--- src/design/chte_pkg.sv ---
package chte_pkg;

   localparam int unsigned DATA_W       = 32;
   localparam int unsigned STEP_W       = 31;
   localparam int unsigned FRAC_W       = 16;
   localparam int unsigned ENTRY_W      = 10;
   localparam int unsigned CSR_INDEX_W  = 3;
   localparam int unsigned REQ_FIELDS_W = ENTRY_W + 5 * DATA_W;
   localparam int unsigned REQ_TDATA_W  = ((REQ_FIELDS_W + 7) / 8) * 8;
   localparam int unsigned RSP_TDATA_W  = 2 * DATA_W;
   localparam int unsigned WIDE_W       = 49;
   localparam int unsigned PROD_W       = 65;
   localparam int unsigned FIFO_DEPTH   = 16;
   localparam int unsigned FIFO_PTR_W   = 4;
   localparam int unsigned FIFO_CNT_W   = FIFO_PTR_W + 1;

   localparam logic signed [WIDE_W-1:0] WIDE_MAX = 49'sd2147483647;
   localparam logic signed [WIDE_W-1:0] WIDE_MIN = -49'sd2147483648;

   typedef enum logic {
      CMD_QUERY = 1'b0,
      CMD_WRITE = 1'b1
   } cmd_type;

   typedef enum logic [CSR_INDEX_W-1:0] {
      CSR_X_LOW       = 3'd0,
      CSR_X_HIGH      = 3'd1,
      CSR_STEP        = 3'd2,
      CSR_INV_STEP    = 3'd3,
      CSR_INV_STEP_SQ = 3'd4
   } csr_index_type;

   typedef struct packed {
      logic signed [DATA_W-1:0] x_low;
      logic signed [DATA_W-1:0] x_high;
      logic [STEP_W-1:0]        step;
      logic [DATA_W-1:0]        inv_step;
      logic [DATA_W-1:0]        inv_step_sq;
   } cfg_type;

   localparam cfg_type CFG_RESET = '{
      x_low:       32'sd0,
      x_high:      32'sd65536,
      step:        31'd64,
      inv_step:    32'd67108864,
      inv_step_sq: 32'd0
   };

   typedef struct packed {
      logic signed [DATA_W-1:0] a;
      logic signed [DATA_W-1:0] b;
      logic signed [DATA_W-1:0] c;
      logic signed [DATA_W-1:0] d;
   } coef_type;

   typedef struct packed {
      logic              valid;
      cmd_type           cmd;
      logic              wr_ok;
      logic              below;
      logic [DATA_W-1:0] off;
   } access_type;

   typedef struct packed {
      logic signed [DATA_W-1:0] value;
      logic signed [DATA_W-1:0] derivative;
      logic                     below_range;
   } rsp_item_type;

   function automatic logic signed [DATA_W-1:0] sat32(input logic signed [WIDE_W-1:0] v);
      if (v > WIDE_MAX) begin
         return 32'h7FFF_FFFF;
      end
      if (v < WIDE_MIN) begin
         return 32'h8000_0000;
      end
      return v[DATA_W-1:0];
   endfunction

   // Q16.16 product scaled back with floor rounding, then saturated.
   function automatic logic signed [DATA_W-1:0] mulq(input logic signed [PROD_W-1:0] p);
      return sat32($signed(p[PROD_W-1:FRAC_W]));
   endfunction

endpackage

--- src/design/chte_locate.sv ---
module chte_locate #(
   parameter int unsigned TABLE_DEPTH = 1024
) (
   input  logic                                    clock,
   input  logic                                    reset,
   input  logic                                    in_valid,
   input  chte_pkg::cmd_type                       in_cmd,
   input  logic [chte_pkg::ENTRY_W-1:0]            in_entry,
   input  chte_pkg::coef_type                      in_coef,
   input  logic signed [chte_pkg::DATA_W-1:0]      in_x,
   input  chte_pkg::cfg_type                       cfg,
   output chte_pkg::access_type                    acc,
   output logic [$clog2(TABLE_DEPTH)-1:0]          idx,
   output logic [$clog2(TABLE_DEPTH)-1:0]          entry_addr,
   output chte_pkg::coef_type                      coef
);

   import chte_pkg::*;

   localparam int unsigned ADDR_W = $clog2(TABLE_DEPTH);
   localparam logic [DATA_W-1:0] IDX_MAX = DATA_W'(TABLE_DEPTH - 1);

   logic                     a_vld_ff;
   cmd_type                  a_cmd_ff;
   logic [ENTRY_W-1:0]       a_entry_ff;
   coef_type                 a_coef_ff;
   logic signed [DATA_W-1:0] a_x_ff;

   logic                     b_vld_ff;
   cmd_type                  b_cmd_ff;
   logic [ENTRY_W-1:0]       b_entry_ff;
   coef_type                 b_coef_ff;
   logic                     b_below_ff;
   logic                     b_below_in;
   logic [DATA_W-1:0]        b_off_ff;
   logic [DATA_W-1:0]        b_off_in;
   logic signed [DATA_W:0]   x_clamp;
   logic signed [DATA_W+1:0] off_wide;

   logic                     c_vld_ff;
   cmd_type                  c_cmd_ff;
   logic [ENTRY_W-1:0]       c_entry_ff;
   coef_type                 c_coef_ff;
   logic                     c_below_ff;
   logic [DATA_W-1:0]        c_off_ff;
   logic [DATA_W-1:0]        c_idx_ff;
   logic [DATA_W-1:0]        c_idx_in;
   logic [2*DATA_W-1:0]      idx_prod;

   logic                     d_vld_ff;
   cmd_type                  d_cmd_ff;
   coef_type                 d_coef_ff;
   logic                     d_below_ff;
   logic [DATA_W-1:0]        d_off_ff;
   logic [ADDR_W-1:0]        d_idx_ff;
   logic [ADDR_W-1:0]        d_idx_in;
   logic [ADDR_W-1:0]        d_entry_ff;
   logic [ADDR_W-1:0]        d_entry_in;
   logic                     d_wr_ok_ff;
   logic                     d_wr_ok_in;
   logic [DATA_W-1:0]        entry_ext;

   // A query above the range is clamped one LSB under the upper limit; an offset
   // that ends up negative selects the first entry with a zero offset.
   always_comb begin
      b_below_in = a_x_ff < cfg.x_low;
      if (a_x_ff >= cfg.x_high) begin
         x_clamp = (DATA_W+1)'(cfg.x_high) - (DATA_W+1)'(1);
      end else begin
         x_clamp = (DATA_W+1)'(a_x_ff);
      end
      off_wide = (DATA_W+2)'(x_clamp) - (DATA_W+2)'(cfg.x_low);
      b_off_in = off_wide[DATA_W+1] ? '0 : off_wide[DATA_W-1:0];
   end

   always_comb begin
      idx_prod = (2*DATA_W)'(b_off_ff) * (2*DATA_W)'(cfg.inv_step);
      c_idx_in = idx_prod[2*DATA_W-1:DATA_W];
   end

   always_comb begin
      d_idx_in   = (c_idx_ff > IDX_MAX) ? ADDR_W'(TABLE_DEPTH - 1) : c_idx_ff[ADDR_W-1:0];
      entry_ext  = DATA_W'(c_entry_ff);
      d_wr_ok_in = entry_ext < DATA_W'(TABLE_DEPTH);
      d_entry_in = entry_ext[ADDR_W-1:0];
   end

   always_ff @(posedge clock) begin
      if (reset) begin
         a_vld_ff <= 1'b0;
         b_vld_ff <= 1'b0;
         c_vld_ff <= 1'b0;
         d_vld_ff <= 1'b0;
      end else begin
         a_vld_ff <= in_valid;
         b_vld_ff <= a_vld_ff;
         c_vld_ff <= b_vld_ff;
         d_vld_ff <= c_vld_ff;
      end
   end

   always_ff @(posedge clock) begin
      a_cmd_ff   <= in_cmd;
      a_entry_ff <= in_entry;
      a_coef_ff  <= in_coef;
      a_x_ff     <= in_x;

      b_cmd_ff   <= a_cmd_ff;
      b_entry_ff <= a_entry_ff;
      b_coef_ff  <= a_coef_ff;
      b_below_ff <= b_below_in;
      b_off_ff   <= b_off_in;

      c_cmd_ff   <= b_cmd_ff;
      c_entry_ff <= b_entry_ff;
      c_coef_ff  <= b_coef_ff;
      c_below_ff <= b_below_ff;
      c_off_ff   <= b_off_ff;
      c_idx_ff   <= c_idx_in;

      d_cmd_ff   <= c_cmd_ff;
      d_coef_ff  <= c_coef_ff;
      d_below_ff <= c_below_ff;
      d_off_ff   <= c_off_ff;
      d_idx_ff   <= d_idx_in;
      d_entry_ff <= d_entry_in;
      d_wr_ok_ff <= d_wr_ok_in;
   end

   always_comb begin
      acc.valid = d_vld_ff;
      acc.cmd   = d_cmd_ff;
      acc.wr_ok = d_wr_ok_ff;
      acc.below = d_below_ff;
      acc.off   = d_off_ff;
   end

   assign idx        = d_idx_ff;
   assign entry_addr = d_entry_ff;
   assign coef       = d_coef_ff;

endmodule

--- config.mk ---
export PLATFORM = sky130hd
export DESIGN_NAME = chte_locate
export DESIGN_NICKNAME = d
export VERILOG_FILES = /design/src/design/chte_pkg.sv /design/src/design/chte_locate.sv
export SDC_FILE = /design/constraint.sdc
export NUM_CORES = 2
export LEC_CHECK = 0
export BUFFER_PORTS_ARGS = -buffer_cell sky130_fd_sc_hd__buf_2
export CAP_MARGIN = 25
export CORE_MARGIN = 3
export CORE_UTILIZATION = 60
export DETAILED_ROUTE_END_ITERATION = 16
export PLACE_DENSITY = 0.9
export SYNTH_ARGS = -nofsm -noshare
export SYNTH_HDL_FRONTEND = slang
export SYNTH_SLANG_ARGS = --single-unit
--- constraint.sdc ---
create_clock -name clock -period 12.9 [get_ports clock]
set_clock_uncertainty 0.15 [all_clocks]
set_input_delay 2.58 -clock clock [delete_from_list [all_inputs] [get_ports clock]]
set_output_delay 2.58 -clock clock [all_outputs]
set_load 0.05 [all_outputs]
## Word level (Yosys, flattened, before mapping)

Index checks and enable logic that the tools add are counted.

- Flip-flop bits (word level): 733
- Input port bits: 333
- Output and inout bits: 184

- Add/subtract/negate cells: 2
- Multiply operators: 1
- Order comparisons: 3
- Multiplexer cells: 1

Operator list:

| kind | count |
|---|---|
| $mul 32x32->64 | 1 |
| $sub 33x32->34 | 1 |
| $mux 33 | 1 |
| $sub 32x2->33 const B | 1 |
| $ge 32x32->1 | 1 |
| $gt 32x10->1 const B | 1 |
| $lt 32x32->1 | 1 |

## Depth between registers and ports, before layout

- Word-level depth: 3
- Mapped depth: 27
- Mapped depth without buffers: 25

## Worst setup path before layout

OpenSTA, ideal clock, no wires.

- Path kind: input-to-reg
- From: input port cfg[40] (netlist name)
- To: register c_idx_ff[28]
- Arrival: 9090 ps
- Data required time: 12626 ps
- Setup slack: 3536 ps
- Stages: 24
- Cells stage by stage: clkbuf_1 -> nand2_1 -> fa_1 -> fa_1 -> fa_1 -> fa_1 -> inv_1 -> fa_1 -> fa_1 -> fa_1 -> inv_1 -> fa_1 -> inv_1 -> ha_1 -> clkbuf_1 -> a2111oi_0 -> o21ai_0 -> o22ai_1 -> o21ai_0 -> o221ai_1 -> o211ai_1 -> a211o_1 -> a21oi_1 -> xnor2_1

- Word-level cells in the longest chain between the ends: 1

RTL lines:

| element | line | text |
|---|---|---|
| start: declaration | chte_locate.sv:11 | `input chte_pkg::cfg_type cfg,` |
| $mul 32x32->64 | chte_locate.sv:77 | `idx_prod = (2*DATA_W)'(b_off_ff) * (2*DATA_W)'(cfg.inv_step);` |
| via idx_prod[60] | chte_locate.sv:48 | `logic [2*DATA_W-1:0] idx_prod;` |
| end signal: assignment | chte_locate.sv:119 | `c_idx_ff <= c_idx_in;` |
| end: declaration | chte_locate.sv:46 | `logic [DATA_W-1:0] c_idx_ff;` |

The timed path passes the listed nets, and every way through them passes these cells.
A chain may end at the register's enable or synchronous reset.

## Final worst setup path

- From: input port cfg[42] (netlist name)
- To: register c_idx_ff[28]

The elaborated chain is that of the path after synthesis.

==> impl_metrics.tcl <==
set metrics [dict create \
    startpoint_type "input port" \
    ratio_of_routed_vias_to_standard_cells 5.479 \
    detail_route.wl_per_cell_um 19.32 \
    clock.fmax_mhz 96.21 \
    synth_top_cell_by_area "fa_1" \
    route.met3.wl_um 11790 \
    hold_removal_path_class "flop to flop" \
    pin_count 517 \
    highest-signal-layer "met5" \
    slowest_stage "buf_2" \
    detail_route.wirelength.met1_um 42500 \
    cts-htree-levels 3 \
    worst_skew_pair.late_latency_ns 0.67 \
    clk_sink_count 733 \
    cts.repair.resized 0 \
    end_kind "flop" \
    cts_post_setup_buffers_inserted 0 \
    post_synth_main_area_contributors "fa_1 (35%), dfxtp_1 (28%), ha_1 (8.6%)" \
    max-clock-path-buffers 3 \
    critical_path_peak_fanout 32 \
    synthDominantCellAreaShare 0.3457 \
    synth_nets 6561 \
    period_needed_ns 10.39 \
    grt_max_degree 34 \
    synthesis_warning_total 0 \
    drt_pre_antenna_iters 5 \
    finalNonFillerCells 6520 \
    path_delay_family "adder cells" \
    tritoncts_clock_tree "done" \
    track_usage 0.2875 \
    totalNegativeSetupSlack_ns 0 \
    dieHeight_um 300.1 \
    synth_cell_types 69 \
    gp_routability_congestion 0.9852 \
    initial_drc_count 2273 \
    synthesis.area_per_instance_um2 10.43 \
    worstPathArrival_ns 10.84 \
    synthFlopType "dfxtp_1" \
    global_route_wire_length_before_repair_um 202600 \
    synth_sequential_area_ratio 0.2828 \
    first_global_vias 39780 \
    mappedNetlistArea_mm2 0.05188 \
    route.met2.wl_um 63290 \
    timing_max_transition_violations_final 0 \
    cts_root_buffer "clkbuf_16" \
    unrepaired_setup_endpoints_after_global_routing "no" \
    syn_inst 4975 \
    ys_seq_elements 733 \
    critical_path.startpoint "cfg[42]" \
    finalWirelength_um 126000 \
    effective_utilization_at_floorplan 0.6074 \
    chipWidth_um 300.1 \
    cts_buffers 73 \
    via_count 35720 \
    die_outline_area_mm2 0.09003 \
    utilization 0.6726 \
    grt_remaining_overflow 0 \
    finish.net_count 6899 \
    synth_edf_count 0 \
    critical_path.cell_chain "buf_2, and2_1, fa_1, fa_1, inv_1, fa_1, fa_1, inv_1, fa_1, fa_1, fa_1, fa_1, ha_1, a21oi_1, o211a_1, o21ai_1, or3b_2, o21ai_1, o211ai_1, a211o_1, a21oi_1, xnor2_1" \
    core_area_mm2 0.08541 \
    critical_path_required_ns 13.34 \
    synth-async-reset-ratio 0 \
    antenna_found_initial 7 \
    route.detailed.drc 0 \
    fin_crit_sh 0.8058 \
    finalHoldViolations 0 \
    report.final.setup_viol 0 \
    clk_transition_reported_paths_ns 0.06 \
    status "finished clean" \
    placement.io_buffers 452 \
    critical_path_buf_inv_count 3 \
    cp_slowest_stage_delay_ns 0.71 \
    critical-path-top-cell-by-count "fa_1" \
    hold_buffers 0 \
    syn_to_final_growth_pct 10.74 \
    dpl.cell_count 6382 \
    hold_start "c_off_ff[20]" \
    row_count 107 \
    setup.worst_path.class "input port to flop" \
    maxCapViolCount 0 \
    max_slew.worst_pin.slew_ns 1.037 \
    r2r_start "b_off_ff[17]" \
    slew_headroom 0.3088 \
    layout-drive-gt1-share 0.1180 \
    drt.antenna.violating_nets 0 \
    place.detailed.hpwl_um 92520 \
]
## Yosys cell counts, types with 4 or more instances
library cell    n
inv_1         933
and2_1        594
xnor2_1        62
a31oi_1         5
mux2i_1         4
a2111oi_0       4
o31ai_1         5
a211oi_1        5
buf_4           7
a21boi_0        6
nand2_1       522
nor4_1         15
o21bai_1       15
and3_1          9
a21o_1         75
nand2b_1       21
mux2_2          5
a221o_1         4
and4_1          5
o211ai_1        6
o22ai_1         4
ha_1          357
a21oi_1       105
mux2_1         24
o21a_1          8
xor2_1         29
a41oi_1         6
nor2_1         80
o21ai_1         7
o2111ai_1       6
dfxtp_1       733
nor2b_1        23
a221oi_1        4
o21ai_0        48
fa_1          896
nand3_1        30
clkbuf_1      213
nand4_1        31
nor3_1         19
## per-stage QoR
step | hold WS, ns | instance area [µm²] | worst slack, ns
2_1_floorplan | 0.1596 | 51880 | 3.536
3_3_place_gp | 0.1595 | 54970 | 2.128
3_5_place_dp | 0.1621 | 54990 | 2.091
4_1_cts | 0.1705 | 57440 | 2.728
5_1_grt | 0.1646 | 57440 | 2.181
6_report | 0.1650 | 57450 | 2.506
## layout by cell type (no fill, tap or decap), types with 6 or more instances in the layout
cell type   count
o21bai_1       15
nor2_1         80
clkbuf_16      73
nand2_1       522
a21oi_1       105
nand4_1        31
clkinv_2       10
a21o_1         75
clkbuf_1       12
buf_4          34
mux2_1         24
xnor2_1        62
clkinvlp_4      7
ha_1          357
and2_1        594
o21a_1          8
fa_1          896
o21ai_1         7
a41oi_1         6
xor2_1         29
and3_1          9
nor2b_1        23
clkbuf_8       13
o21ai_0        48
a21boi_0        6
o2111ai_1       6
buf_2         452
dfxtp_2         6
nand2b_1       21
nor4_1         14
nor3_1         19
dfxtp_1       727
nand3_1        30
o211ai_1        6
inv_1         933
## final timing paths
check                                    end  slack (ns)  cells after the start
worst min register to register  d_off_ff[20]        0.17                      0
worst min-delay path            d_off_ff[20]        0.17                      0
worst max register to register  c_idx_ff[28]        4.36                     22
worst max-delay path            c_idx_ff[28]        2.51                     22
## per-layer routing
layer	GRT usage	up-vias
li1	-	15610
met1	0.3201	17570
met2	0.4980	1890
met3	0.07589	653
met4	0.1658	4
met5	0	-
## cell families after synthesis
kind of cell | share of synthesized area
flip-flops | 0.2828
AO/OA/AOI/OAI | 0.04331
buffers and inverters | 0.08429
adder cells (fa/ha/maj) | 0.4318
AND/OR/NAND/NOR | 0.1352
XOR/XNOR | 0.01536
multiplexers | 0.007066
other | 0.00007228
## sequential cells by signal, indices dropped and copies added, names as in the netlist, 10 cells and up
register	flops
idx	10
a_x_ff	32
c_idx_ff	32
coef	128
b_off_ff	32
c_coef_ff	128
entry_addr	10
a_coef_ff	128
b_coef_ff	128
d_off_ff	32
c_off_ff	32
a_entry_ff	10
b_entry_ff	10
c_entry_ff	10
## final cells by class
type,instances,area (µm²)
multi-input combinational,3085,32840
fill,6152,27960
sequential,733,14680
inverter,933,3502
timing repair buffer,487,2532
clock buffer,98,2051
tap,1144,1431
clock inverter,35,400.4
antenna,5,12.51
Power is left out: the tool's default activity adds up to more than one toggle a clock period on the data nets, which glitch-free logic cannot reach.
