## src/design/chte_pkg.sv

```systemverilog
package chte_pkg;

   localparam int unsigned DATA_W       = 32;
   localparam int unsigned STEP_W       = 31;
   localparam int unsigned FRAC_W       = 16;
   localparam int unsigned ENTRY_W      = 10;
   localparam int unsigned CSR_INDEX_W  = 3;
   localparam int unsigned REQ_FIELDS_W = ENTRY_W + 5 * DATA_W;
   localparam int unsigned REQ_TDATA_W  = ((REQ_FIELDS_W + 7) / 8) * 8;
   localparam int unsigned RSP_TDATA_W  = 2 * DATA_W;
   localparam int unsigned WIDE_W       = 49;
   localparam int unsigned PROD_W       = 65;
   localparam int unsigned FIFO_DEPTH   = 16;
   localparam int unsigned FIFO_PTR_W   = 4;
   localparam int unsigned FIFO_CNT_W   = FIFO_PTR_W + 1;

   localparam logic signed [WIDE_W-1:0] WIDE_MAX = 49'sd2147483647;
   localparam logic signed [WIDE_W-1:0] WIDE_MIN = -49'sd2147483648;

   typedef enum logic {
      CMD_QUERY = 1'b0,
      CMD_WRITE = 1'b1
   } cmd_type;

   typedef enum logic [CSR_INDEX_W-1:0] {
      CSR_X_LOW       = 3'd0,
      CSR_X_HIGH      = 3'd1,
      CSR_STEP        = 3'd2,
      CSR_INV_STEP    = 3'd3,
      CSR_INV_STEP_SQ = 3'd4
   } csr_index_type;

   typedef struct packed {
      logic signed [DATA_W-1:0] x_low;
      logic signed [DATA_W-1:0] x_high;
      logic [STEP_W-1:0]        step;
      logic [DATA_W-1:0]        inv_step;
      logic [DATA_W-1:0]        inv_step_sq;
   } cfg_type;

   localparam cfg_type CFG_RESET = '{
      x_low:       32'sd0,
      x_high:      32'sd65536,
      step:        31'd64,
      inv_step:    32'd67108864,
      inv_step_sq: 32'd0
   };

   typedef struct packed {
      logic signed [DATA_W-1:0] a;
      logic signed [DATA_W-1:0] b;
      logic signed [DATA_W-1:0] c;
      logic signed [DATA_W-1:0] d;
   } coef_type;

   typedef struct packed {
      logic              valid;
      cmd_type           cmd;
      logic              wr_ok;
      logic              below;
      logic [DATA_W-1:0] off;
   } access_type;

   typedef struct packed {
      logic signed [DATA_W-1:0] value;
      logic signed [DATA_W-1:0] derivative;
      logic                     below_range;
   } rsp_item_type;

   function automatic logic signed [DATA_W-1:0] sat32(input logic signed [WIDE_W-1:0] v);
      if (v > WIDE_MAX) begin
         return 32'h7FFF_FFFF;
      end
      if (v < WIDE_MIN) begin
         return 32'h8000_0000;
      end
      return v[DATA_W-1:0];
   endfunction

   // Q16.16 product scaled back with floor rounding, then saturated.
   function automatic logic signed [DATA_W-1:0] mulq(input logic signed [PROD_W-1:0] p);
      return sat32($signed(p[PROD_W-1:FRAC_W]));
   endfunction

endpackage

```

## src/design/chte_rsp_fifo.sv

```systemverilog
module chte_rsp_fifo (
   input  logic                   clock,
   input  logic                   reset,
   input  logic                   claim,
   output logic                   has_room,
   input  logic                   push,
   input  chte_pkg::rsp_item_type push_item,
   output logic                   pop_valid,
   input  logic                   pop_ready,
   output chte_pkg::rsp_item_type pop_item
);

   import chte_pkg::*;

   rsp_item_type            mem_ff [FIFO_DEPTH];
   logic [FIFO_PTR_W-1:0]   wr_ptr_ff;
   logic [FIFO_PTR_W-1:0]   wr_ptr_in;
   logic [FIFO_PTR_W-1:0]   rd_ptr_ff;
   logic [FIFO_PTR_W-1:0]   rd_ptr_in;
   logic [FIFO_CNT_W-1:0]   count_ff;
   logic [FIFO_CNT_W-1:0]   count_in;
   logic [FIFO_CNT_W-1:0]   occ_ff;
   logic [FIFO_CNT_W-1:0]   occ_in;
   logic                    pop;

   // occ counts queries taken in and not yet handed out, so every query in
   // flight already owns a slot here.
   always_comb begin
      pop       = pop_valid && pop_ready;
      wr_ptr_in = wr_ptr_ff + FIFO_PTR_W'(push);
      rd_ptr_in = rd_ptr_ff + FIFO_PTR_W'(pop);
      count_in  = count_ff + FIFO_CNT_W'(push) - FIFO_CNT_W'(pop);
      occ_in    = occ_ff + FIFO_CNT_W'(claim) - FIFO_CNT_W'(pop);
   end

   always_ff @(posedge clock) begin
      if (reset) begin
         wr_ptr_ff <= '0;
         rd_ptr_ff <= '0;
         count_ff  <= '0;
         occ_ff    <= '0;
      end else begin
         wr_ptr_ff <= wr_ptr_in;
         rd_ptr_ff <= rd_ptr_in;
         count_ff  <= count_in;
         occ_ff    <= occ_in;
      end
   end

   always_ff @(posedge clock) begin
      if (push) begin
         mem_ff[wr_ptr_ff] <= push_item;
      end
   end

   assign has_room  = occ_ff < FIFO_CNT_W'(FIFO_DEPTH);
   assign pop_valid = count_ff != '0;
   assign pop_item  = mem_ff[rd_ptr_ff];

   assert property (@(posedge clock) disable iff (reset)
      count_ff <= occ_ff)
      else $error("response buffer holds more results than outstanding queries");

   assert property (@(posedge clock) disable iff (reset)
      push |-> count_ff < FIFO_CNT_W'(FIFO_DEPTH))
      else $error("response buffer written while full");

endmodule

```

## config.mk

```make
export PLATFORM = sky130hd
export DESIGN_NAME = chte_rsp_fifo
export DESIGN_NICKNAME = d
export VERILOG_FILES = /design/src/design/chte_pkg.sv /design/src/design/chte_rsp_fifo.sv
export SDC_FILE = /design/constraint.sdc
export NUM_CORES = 1
export LEC_CHECK = 0
export ABC_AREA = 1
export BUFFER_PORTS_ARGS = -buffer_cell sky130_fd_sc_hd__buf_4
export CORE_AREA = 10 10 330 300
export DETAILED_ROUTE_END_ITERATION = 7
export DIE_AREA = 0 0 340 310
export HOLD_SLACK_MARGIN = 0.06
export MAX_ROUTING_LAYER = met4
export PLACE_DENSITY_LB_ADDON = 0.25
export REMOVE_ABC_BUFFERS = 1
export SYNTH_ARGS = -nofsm -noshare
export SYNTH_HDL_FRONTEND = slang
export SYNTH_SLANG_ARGS = --single-unit
```

## constraint.sdc

```tcl
create_clock -name clock -period 5.1 [get_ports clock]
set_input_delay 1.275 -clock clock [delete_from_list [all_inputs] [get_ports clock]]
set_output_delay 1.275 -clock clock [all_outputs]
set_load 0.02 [all_outputs]
```

# After elaboration in Yosys (flattened, before gate mapping)
# Memory sizes are Yosys's and may differ from the RTL's. A register that Yosys moved wholly into a read port is not among the register bits.
# Cells that the tools add are included.
[word_totals]
mem_bits_ro = 0
n_memories = 1
latchBits = 0
ramBits = 1040
input_bits = 70
elab_cells = 17
register_bits = 18
[op_classes]
n_div = 0
n_lt_le_gt_ge = 1
add_sub_neg = 6
n_shift = 0
n_bitwise = 0
n_reduce_logical = 2
mul = 0
eq_ne = 0
mux = 3
[memory_table]
columns = ["memory", "depth", "width", "read_ports", "rd_clocked_by_memory_dff", "write_ports", "line_no", "source"]
rows = [
  ["mem_ff", 16, 65, 1, 1, 1, "chte_rsp_fifo.sv:15", "rsp_item_type mem_ff [FIFO_DEPTH];"],
]
[op_table]
columns = ["operator", "n"]
rows = [
  ["$add A5 B1 Y5", 2],
  ["$sub A5 B1 Y5", 2],
  ["$add A4 B1 Y4", 2],
  ["$lt A5 B5 Y1 const B", 1],
  ["$reduce_bool A5 Y1", 1],
  ["$mux W4", 1],
  ["$mux W1", 2],
  ["$logic_and A1 B1 Y1", 1],
]

# Depth between registers and ports, before layout
# Gate-level depths: netlist of the first run.
[logic_depth]
ltp_word = 4
ltp_mapped = 16
depth_no_buf = 16

# Worst setup path after synthesis of the first run
# Ideal clock, no wire load.
[synth_path]
path_kind = "input to register"
startpoint = "in push"
endpoint = "mem mem_ff[10][0] (netlist name) (enable)"
setup_ps = 488
path_stages = 2
required_ps = 4612
path_buffers = 0
arrival_time_ps = 4136
path_slack_ps = 476
path_cell_list = "nand3b_1 -> nor2_1"
[synth_via]
elab_chain_cells = 2
[synth_rtl]
columns = ["element", "line_no", "source"]
rows = [
  ["start, declared", "chte_rsp_fifo.sv:6", "input logic push,"],
  ["$mux W1", "chte_rsp_fifo.sv:51", "if (push) begin"],
  ["$mux W1 (implied by the code)", "chte_rsp_fifo.sv:52", "mem_ff[wr_ptr_ff] <= push_item;"],
  ["end, declared", "chte_rsp_fifo.sv:15", ""],
]
# No other way between the ends.

==> results of run 1 <==
## how the worst min path moves through the flow
stage,from,end,slack (ns),cells past startpoint
after CTS,wr_ptr_ff[3]$_SDFF_PP0_,wr_ptr_ff[3]$_SDFF_PP0_,0.53,2
after global routing,wr_ptr_ff[3]$_SDFF_PP0_,wr_ptr_ff[3]$_SDFF_PP0_,0.58,2
final,wr_ptr_ff[3]$_SDFF_PP0_,wr_ptr_ff[3]$_SDFF_PP0_,0.53,2
after detailed placement,wr_ptr_ff[3]$_SDFF_PP0_,wr_ptr_ff[3]$_SDFF_PP0_,0.52,2
after floorplan,wr_ptr_ff[3]$_SDFF_PP0_,wr_ptr_ff[3]$_SDFF_PP0_,0.48,2
after global placement,wr_ptr_ff[3]$_SDFF_PP0_,wr_ptr_ff[3]$_SDFF_PP0_,0.51,2
## metal layers
metal	global-route usage, %	share of wire (%)	up-vias
li1	-	-	14163
met1	28.4	44	14211
met2	33.6	47	952
met3	3.51	7.0	173
met4	5.89	2.3	0
met5	-	0	-
## sequential cells by signal (all words and copies together), names as in the netlist
signal / flops
mem_ff: 1040
count_ff: 5
occ_ff: 5
rd_ptr_ff: 4
wr_ptr_ff: 4
## tightest hold or removal path: stages (launching register included)
cell and delay (ns):
dfxtp_1 0.33, inv_1 0.09, a21oi_1 0.06
## kinds of logic after synthesis
kind of cell,after synthesis,share of synthesized area (%)
compound gates,10,0.110
simple gates,2211,20.3
buf+inv,1035,9.87
fa+ha+maj,17,0.498
xor+xnor,4,0.0767
flops,1058,69.1
## power by group through the flow
stage / sequential [µW] / combinational [µW] / clock, µW
after CTS: 9820 / 5130 / 7520
final: 9820 / 5070 / 7400
after detailed placement: 10000 / 5100 / 0
after global routing: 9830 / 5690 / 7860
after floorplan: 10300 / 3190 / 0
after global placement: 10000 / 5020 / 0
## layout by cell type, fill, tap and decap left out, types with 3 or more instances in the layout
| master | n |
|---|---|
| clkinv_1 | 32 |
| nor2_1 | 22 |
| clkbuf_1 | 28 |
| diode_2 | 12 |
| buf_4 | 165 |
| buf_12 | 25 |
| nand2_1 | 1386 |
| nor2_4 | 16 |
| dfxtp_4 | 4 |
| clkinv_2 | 16 |
| clkbuf_16 | 108 |
| dfxtp_1 | 14 |
| inv_1 | 815 |
| clkinv_16 | 3 |
| ha_1 | 15 |
| bufinv_16 | 5 |
| edfxtp_1 | 1040 |
| a21oi_1 | 8 |
| nand3_1 | 785 |
## metrics by stage
| stage | worst slack, ns | utilization [%] | hold slack (ns) |
|---|---|---|---|
| after floorplan | -12.09 | - | 0.484 |
| after global placement | 1.33 | 51.8 | 0.512 |
| after detailed placement | 1.30 | 51.8 | 0.523 |
| after CTS | 0.567 | 55.3 | 0.533 |
| after global routing | 0.366 | 55.4 | 0.577 |
| final | 0.518 | 55.4 | 0.531 |
## layout make-up
type	instances	area [µm²]	area share, %
repair buffers	190	1740	3.41
clock inverters	59	477	0.934
diodes	12	30.0	0.0588
well taps	1242	1550	3.04
multi-input cells	2242	9720	19.0
inverters	819	3110	6.09
clock buffers	136	2810	5.50
flip-flops and latches	1058	31600	61.9
==> impl_metrics.tcl, run 1 <==
set metrics [dict create \
    outcome "complete, no violations" \
    synth_top_area_share_pct 68.3 \
    reg2reg_to "mem_ff[5][25]$_DFFE_PP_" \
    cts_tree "yes" \
    postSynthCellCount 4335 \
    cts_root_buf "clkbuf_16" \
    grt_overflow 0 \
    cp.depth 7 \
    crit_arrival_ns 3.31 \
    dieArea_mm2 0.105 \
    initialDrtViolationCount 2913 \
    r2r-start "wr_ptr_ff[2]$_SDFF_PP0_" \
    synth_common_cells "nand2_1, edfxtp_1, inv_1" \
    synth_cell_types 22 \
    cts_setup_buffers 0 \
    synthArstFlopShare_pct 0 \
    initial_core_util_pct 49.6 \
    vias_per_cell 5.12 \
    start_kind "register" \
    hold_viol_final 0 \
    place.gp.congestion 0.745 \
    path_max_fanout 189 \
    yosysMostFrequentCell "nand2_1" \
    grt_start_max_net_pins 213 \
    cts_buffers 107 \
    clock-sinks 1058 \
    io_pins 137 \
    cp_num_buf_inv 2 \
    place_area_mm2 0.0477 \
    fill_cells 7745 \
    ys_ff_latch 1058 \
    slowest_stage "dfxtp_4" \
    ff2ff_path_depth 3 \
    vdd_drop_max_mv 0.329 \
    dr.pass1.iters 5 \
    yosysWarnings 0 \
    synth.avg_cell_area_um2 10.5 \
    synth.area.top_cells "edfxtp_1, nand2_1, nand3_1" \
    fin_tns_setup_ns 0 \
    critPathKind "reg2out" \
    rows 106 \
    ctsResizeCount 0 \
    endpoint_kind "output port" \
    grt_pass1_vias 28419 \
    clock_latency_ns 0.68 \
    routed_wl_um 111000 \
    timing.critical_path.to "pop_item[15]" \
    final_area_mm2 0.0510 \
    placed_cells 5551 \
    fmax_mhz 218 \
    sw_frac_of_total_pct 30.7 \
    setup-violations-final 0 \
    ys_seq_area_share_pct 69.1 \
    p_clk_share_pct 33.2 \
    startpoint "rd_ptr_ff[0]$_SDFF_PP0_" \
    power_density_mw_per_mm2 437 \
    fin_cells 5758 \
    ant_nets 0 \
    crit_path_cell_trace "buf_12 -> nand2_1 -> nand3_1 -> nand3_1 -> nand3_1 -> nand2_1 -> buf_4" \
    seq_power_share_pct 44.0 \
    finalCritPeriodShare_pct 89.8 \
    max_stage_delay_ns 0.76 \
    leakagePower_uw 0.0216 \
    hold_class "reg2reg" \
    crit_path_frequent_cell "nand3_1" \
    ys.flop_type "edfxtp_1" \
    grt_first_pass_wirelength_um 169000 \
    die_w_um 340 \
    cts_buffer_depth 3 \
    grt_use_total_pct 21.2 \
    worstMarginPinSlew_ns 1.13 \
    slew_viol_final 0 \
    rsz0062_at_grt "no" \
    synth_top_area_cell "edfxtp_1" \
    finalNetCount 4505 \
    wire_per_inst_um 19.2 \
    area_growth_pct 11.7 \
    synth_edf_count 1040 \
    skew_ns 0.0217 \
    internal_power_uw 15500 \
    max_cap_viol_count 0 \
    power_frac_comb_pct 22.8 \
    p_total_uw 22300 \
    period_needed_ns 4.58 \
    antenna_found_initial 12 \
    num_vias 29499 \
    dp_hpwl_um 53900 \
    r2r_slack_ns 2.60 \
    drive_gt1_share_pct 7.75 \
    io_buffers 136 \
    synthesis.area_mm2 0.0457 \
    core-area_mm2 0.0922 \
    slew_headroom_pct 24.9 \
    die_h_um 310 \
    cts_max_level 3 \
    p_switching_uw 6830 \
    critPathTopFamily "buffers and inverters" \
    drc 0 \
    hold_buffers 0 \
    critPathRequiredTime_ns 3.83 \
    clk_pin_slew_ns 0.06 \
]
Note: power is estimated with default switching activity, not from simulation.
==> run 2: changes to the inputs <==
clock period = 5.7 ns   (was 5.1 ns; I/O delays follow)
==> impl_metrics.tcl, run 2 (same netlist as run 1, synthesis figures left out) <==
set metrics [dict create \
    place.gp.congestion 0.755 \
    power_frac_comb_pct 22.2 \
    grt_first_pass_wirelength_um 172000 \
    cts_tree "yes" \
    routed_wl_um 113000 \
    vdd_drop_max_mv 0.516 \
    initial_core_util_pct 49.6 \
    hold_buffers 0 \
    p_switching_uw 6160 \
    grt_overflow 0 \
    initialDrtViolationCount 2961 \
    final_common_cell "nand2_1" \
    antenna_found_initial 7 \
    rsz0062_at_grt "no" \
    skew_ns 0.0149 \
    grt_pass1_vias 28133 \
    rows 106 \
    r2r_slack_ns 3.01 \
    cts_buffer_depth 3 \
    setup-violations-final 0 \
    drc 0 \
    grt_start_max_net_pins 226 \
    r2r-start "wr_ptr_ff[2]$_SDFF_PP0_" \
    worstMarginPinSlew_ns 1.12 \
    finalNetCount 4499 \
    cts_buffers 108 \
    finalCritPeriodShare_pct 86.1 \
    ant_nets 0 \
    hold_viol_final 0 \
    slew_viol_final 0 \
    multiInputGateArea_mm2 0.00972 \
    outcome "complete, no violations" \
    slew_headroom_pct 25.6 \
    endpoint_kind "output port" \
    clk_pin_slew_ns 0.06 \
    wire_per_inst_um 19.6 \
    crit_path_frequent_cell "nand3_1" \
    cts_max_level 3 \
    place_ws_ns 1.54 \
    max_stage_delay_ns 0.69 \
    crit_path_cell_trace "clkinv_8 -> buf_12 -> nand3_1 -> nand3_1 -> nand3_1 -> nand2_1 -> buf_4" \
    critPathKind "reg2out" \
    fin_tns_setup_ns 0 \
    io_pins 137 \
    cts_setup_buffers 0 \
    reg2reg_to "mem_ff[4][26]$_DFFE_PP_" \
    hold_path_depth 2 \
    clock_latency_ns 0.68 \
    ctsResizeCount 0 \
    clock-sinks 1058 \
    ff2ff_path_depth 3 \
    grt_use_total_pct 21.8 \
    vias_per_cell 5.10 \
    fmax_mhz 204 \
    p_clk_share_pct 34.6 \
    seq_power_share_pct 43.2 \
    path_max_fanout 134 \
    fill_cells 7687 \
    start_kind "register" \
    slowest_stage "dfxtp_4" \
    dieArea_mm2 0.105 \
    internal_power_uw 14100 \
    sw_frac_of_total_pct 30.3 \
    dp_hpwl_um 52800 \
    die_w_um 340 \
    critPathRequiredTime_ns 4.28 \
    die_h_um 310 \
    regArea_mm2 0.0316 \
    top_regs "mem_ff (1040), count_ff (5), occ_ff (5)" \
    holdPathEnd "wr_ptr_ff[3]$_SDFF_PP0_" \
    dr.pass1.iters 5 \
    crit_arrival_ns 3.48 \
    drive_gt1_share_pct 7.90 \
    final_cell_mix "nand2_1, edfxtp_1, inv_1" \
    power_density_mw_per_mm2 397 \
    leakagePower_uw 0.0217 \
    io_buffers 136 \
    period_needed_ns 4.91 \
    hp-start "wr_ptr_ff[3]$_SDFF_PP0_" \
    max_cap_viol_count 0 \
    num_vias 29329 \
    fin_ws_ns 0.794 \
    area_growth_pct 11.8 \
    hold_class "reg2reg" \
    largest_reg_flops 1040 \
    largest_register "mem_ff" \
    cts_root_buf "clkbuf_16" \
    core-area_mm2 0.0922 \
]
-- run 2: cell types whose count changed in the layout (fill, tap and decap cells not counted) --
cell       delta
clkbuf_16     +1
clkinv_1      -1
buf_4         +2
buf_12        -9
clkinv_16     -3
bufinv_16     +7
clkinv_2      +4
clkinv_4      +1
clkbuf_1      -6
inv_16        +2
clkinv_8      +2
diode_2       -5
-- run 2: layout make-up --
cell class,count,share of cell area [%]
Sequential cell,1058,61.9
Antenna cell,7,0.0343
Tap cell,1242,3.04
Inverter,819,6.09
Clock buffer,131,5.50
Multi-Input combinational cell,2242,19.0
Timing Repair Buffer,183,3.08
Clock inverter,71,1.36
-- run 2: stage by stage --
step                      instances  cell area [µm²]  total power, µW  utilization (%)  hold slack (ns)
final                          5753            51100            20300             55.4            0.521
after detailed placement       5544            47600            13500             51.6            0.507
after floorplan                4119            44300            12300                -            0.484
after global routing           5753            51100            21300             55.4            0.559
after CTS                      5746            51100            20400             55.4            0.519
after global placement         5544            47600            13400             51.6            0.504
-- run 2: routing by layer --
| metal | global-route usage, % | part of all wire [%] | vias to the layer above |
|---|---|---|---|
| li1 | - | - | 14147 |
| met1 | 29.2 | 43 | 13968 |
| met2 | 34.9 | 47 | 1038 |
| met3 | 3.24 | 7.4 | 176 |
| met4 | 5.75 | 2.2 | 0 |
| met5 | - | 0 | - |
-- run 2: power groups by stage --
| stage | clock (µW) | sequential (µW) | combinational (µW) |
|---|---|---|---|
| after floorplan | 0 | 9210 | 3120 |
| after global placement | 0 | 8940 | 4490 |
| after detailed placement | 0 | 8940 | 4540 |
| after CTS | 7120 | 8780 | 4550 |
| after global routing | 7440 | 8790 | 5080 |
| final | 7020 | 8770 | 4510 |
-- run 2: worst max-delay path by stage --
stage                                 start            to  slack (ns)  cells past startpoint
CTS                 rd_ptr_ff[1]$_SDFF_PP0_  pop_item[15]        0.82                      7
global route        rd_ptr_ff[1]$_SDFF_PP0_  pop_item[15]        0.65                      7
finish              rd_ptr_ff[1]$_SDFF_PP0_  pop_item[15]        0.79                      7
floorplan           rd_ptr_ff[0]$_SDFF_PP0_  pop_item[10]      -11.64                      6
global placement    rd_ptr_ff[1]$_SDFF_PP0_  pop_item[15]        1.52                      7
detailed placement  rd_ptr_ff[1]$_SDFF_PP0_  pop_item[15]        1.54                      7
-- run 2: worst max-delay path: cells and delay by family (launching register included) --
kind	cells	cell delay [ns]
AND/OR/NAND/NOR	4	0.62
buffers and inverters	3	1.35
flip-flops	1	0.69
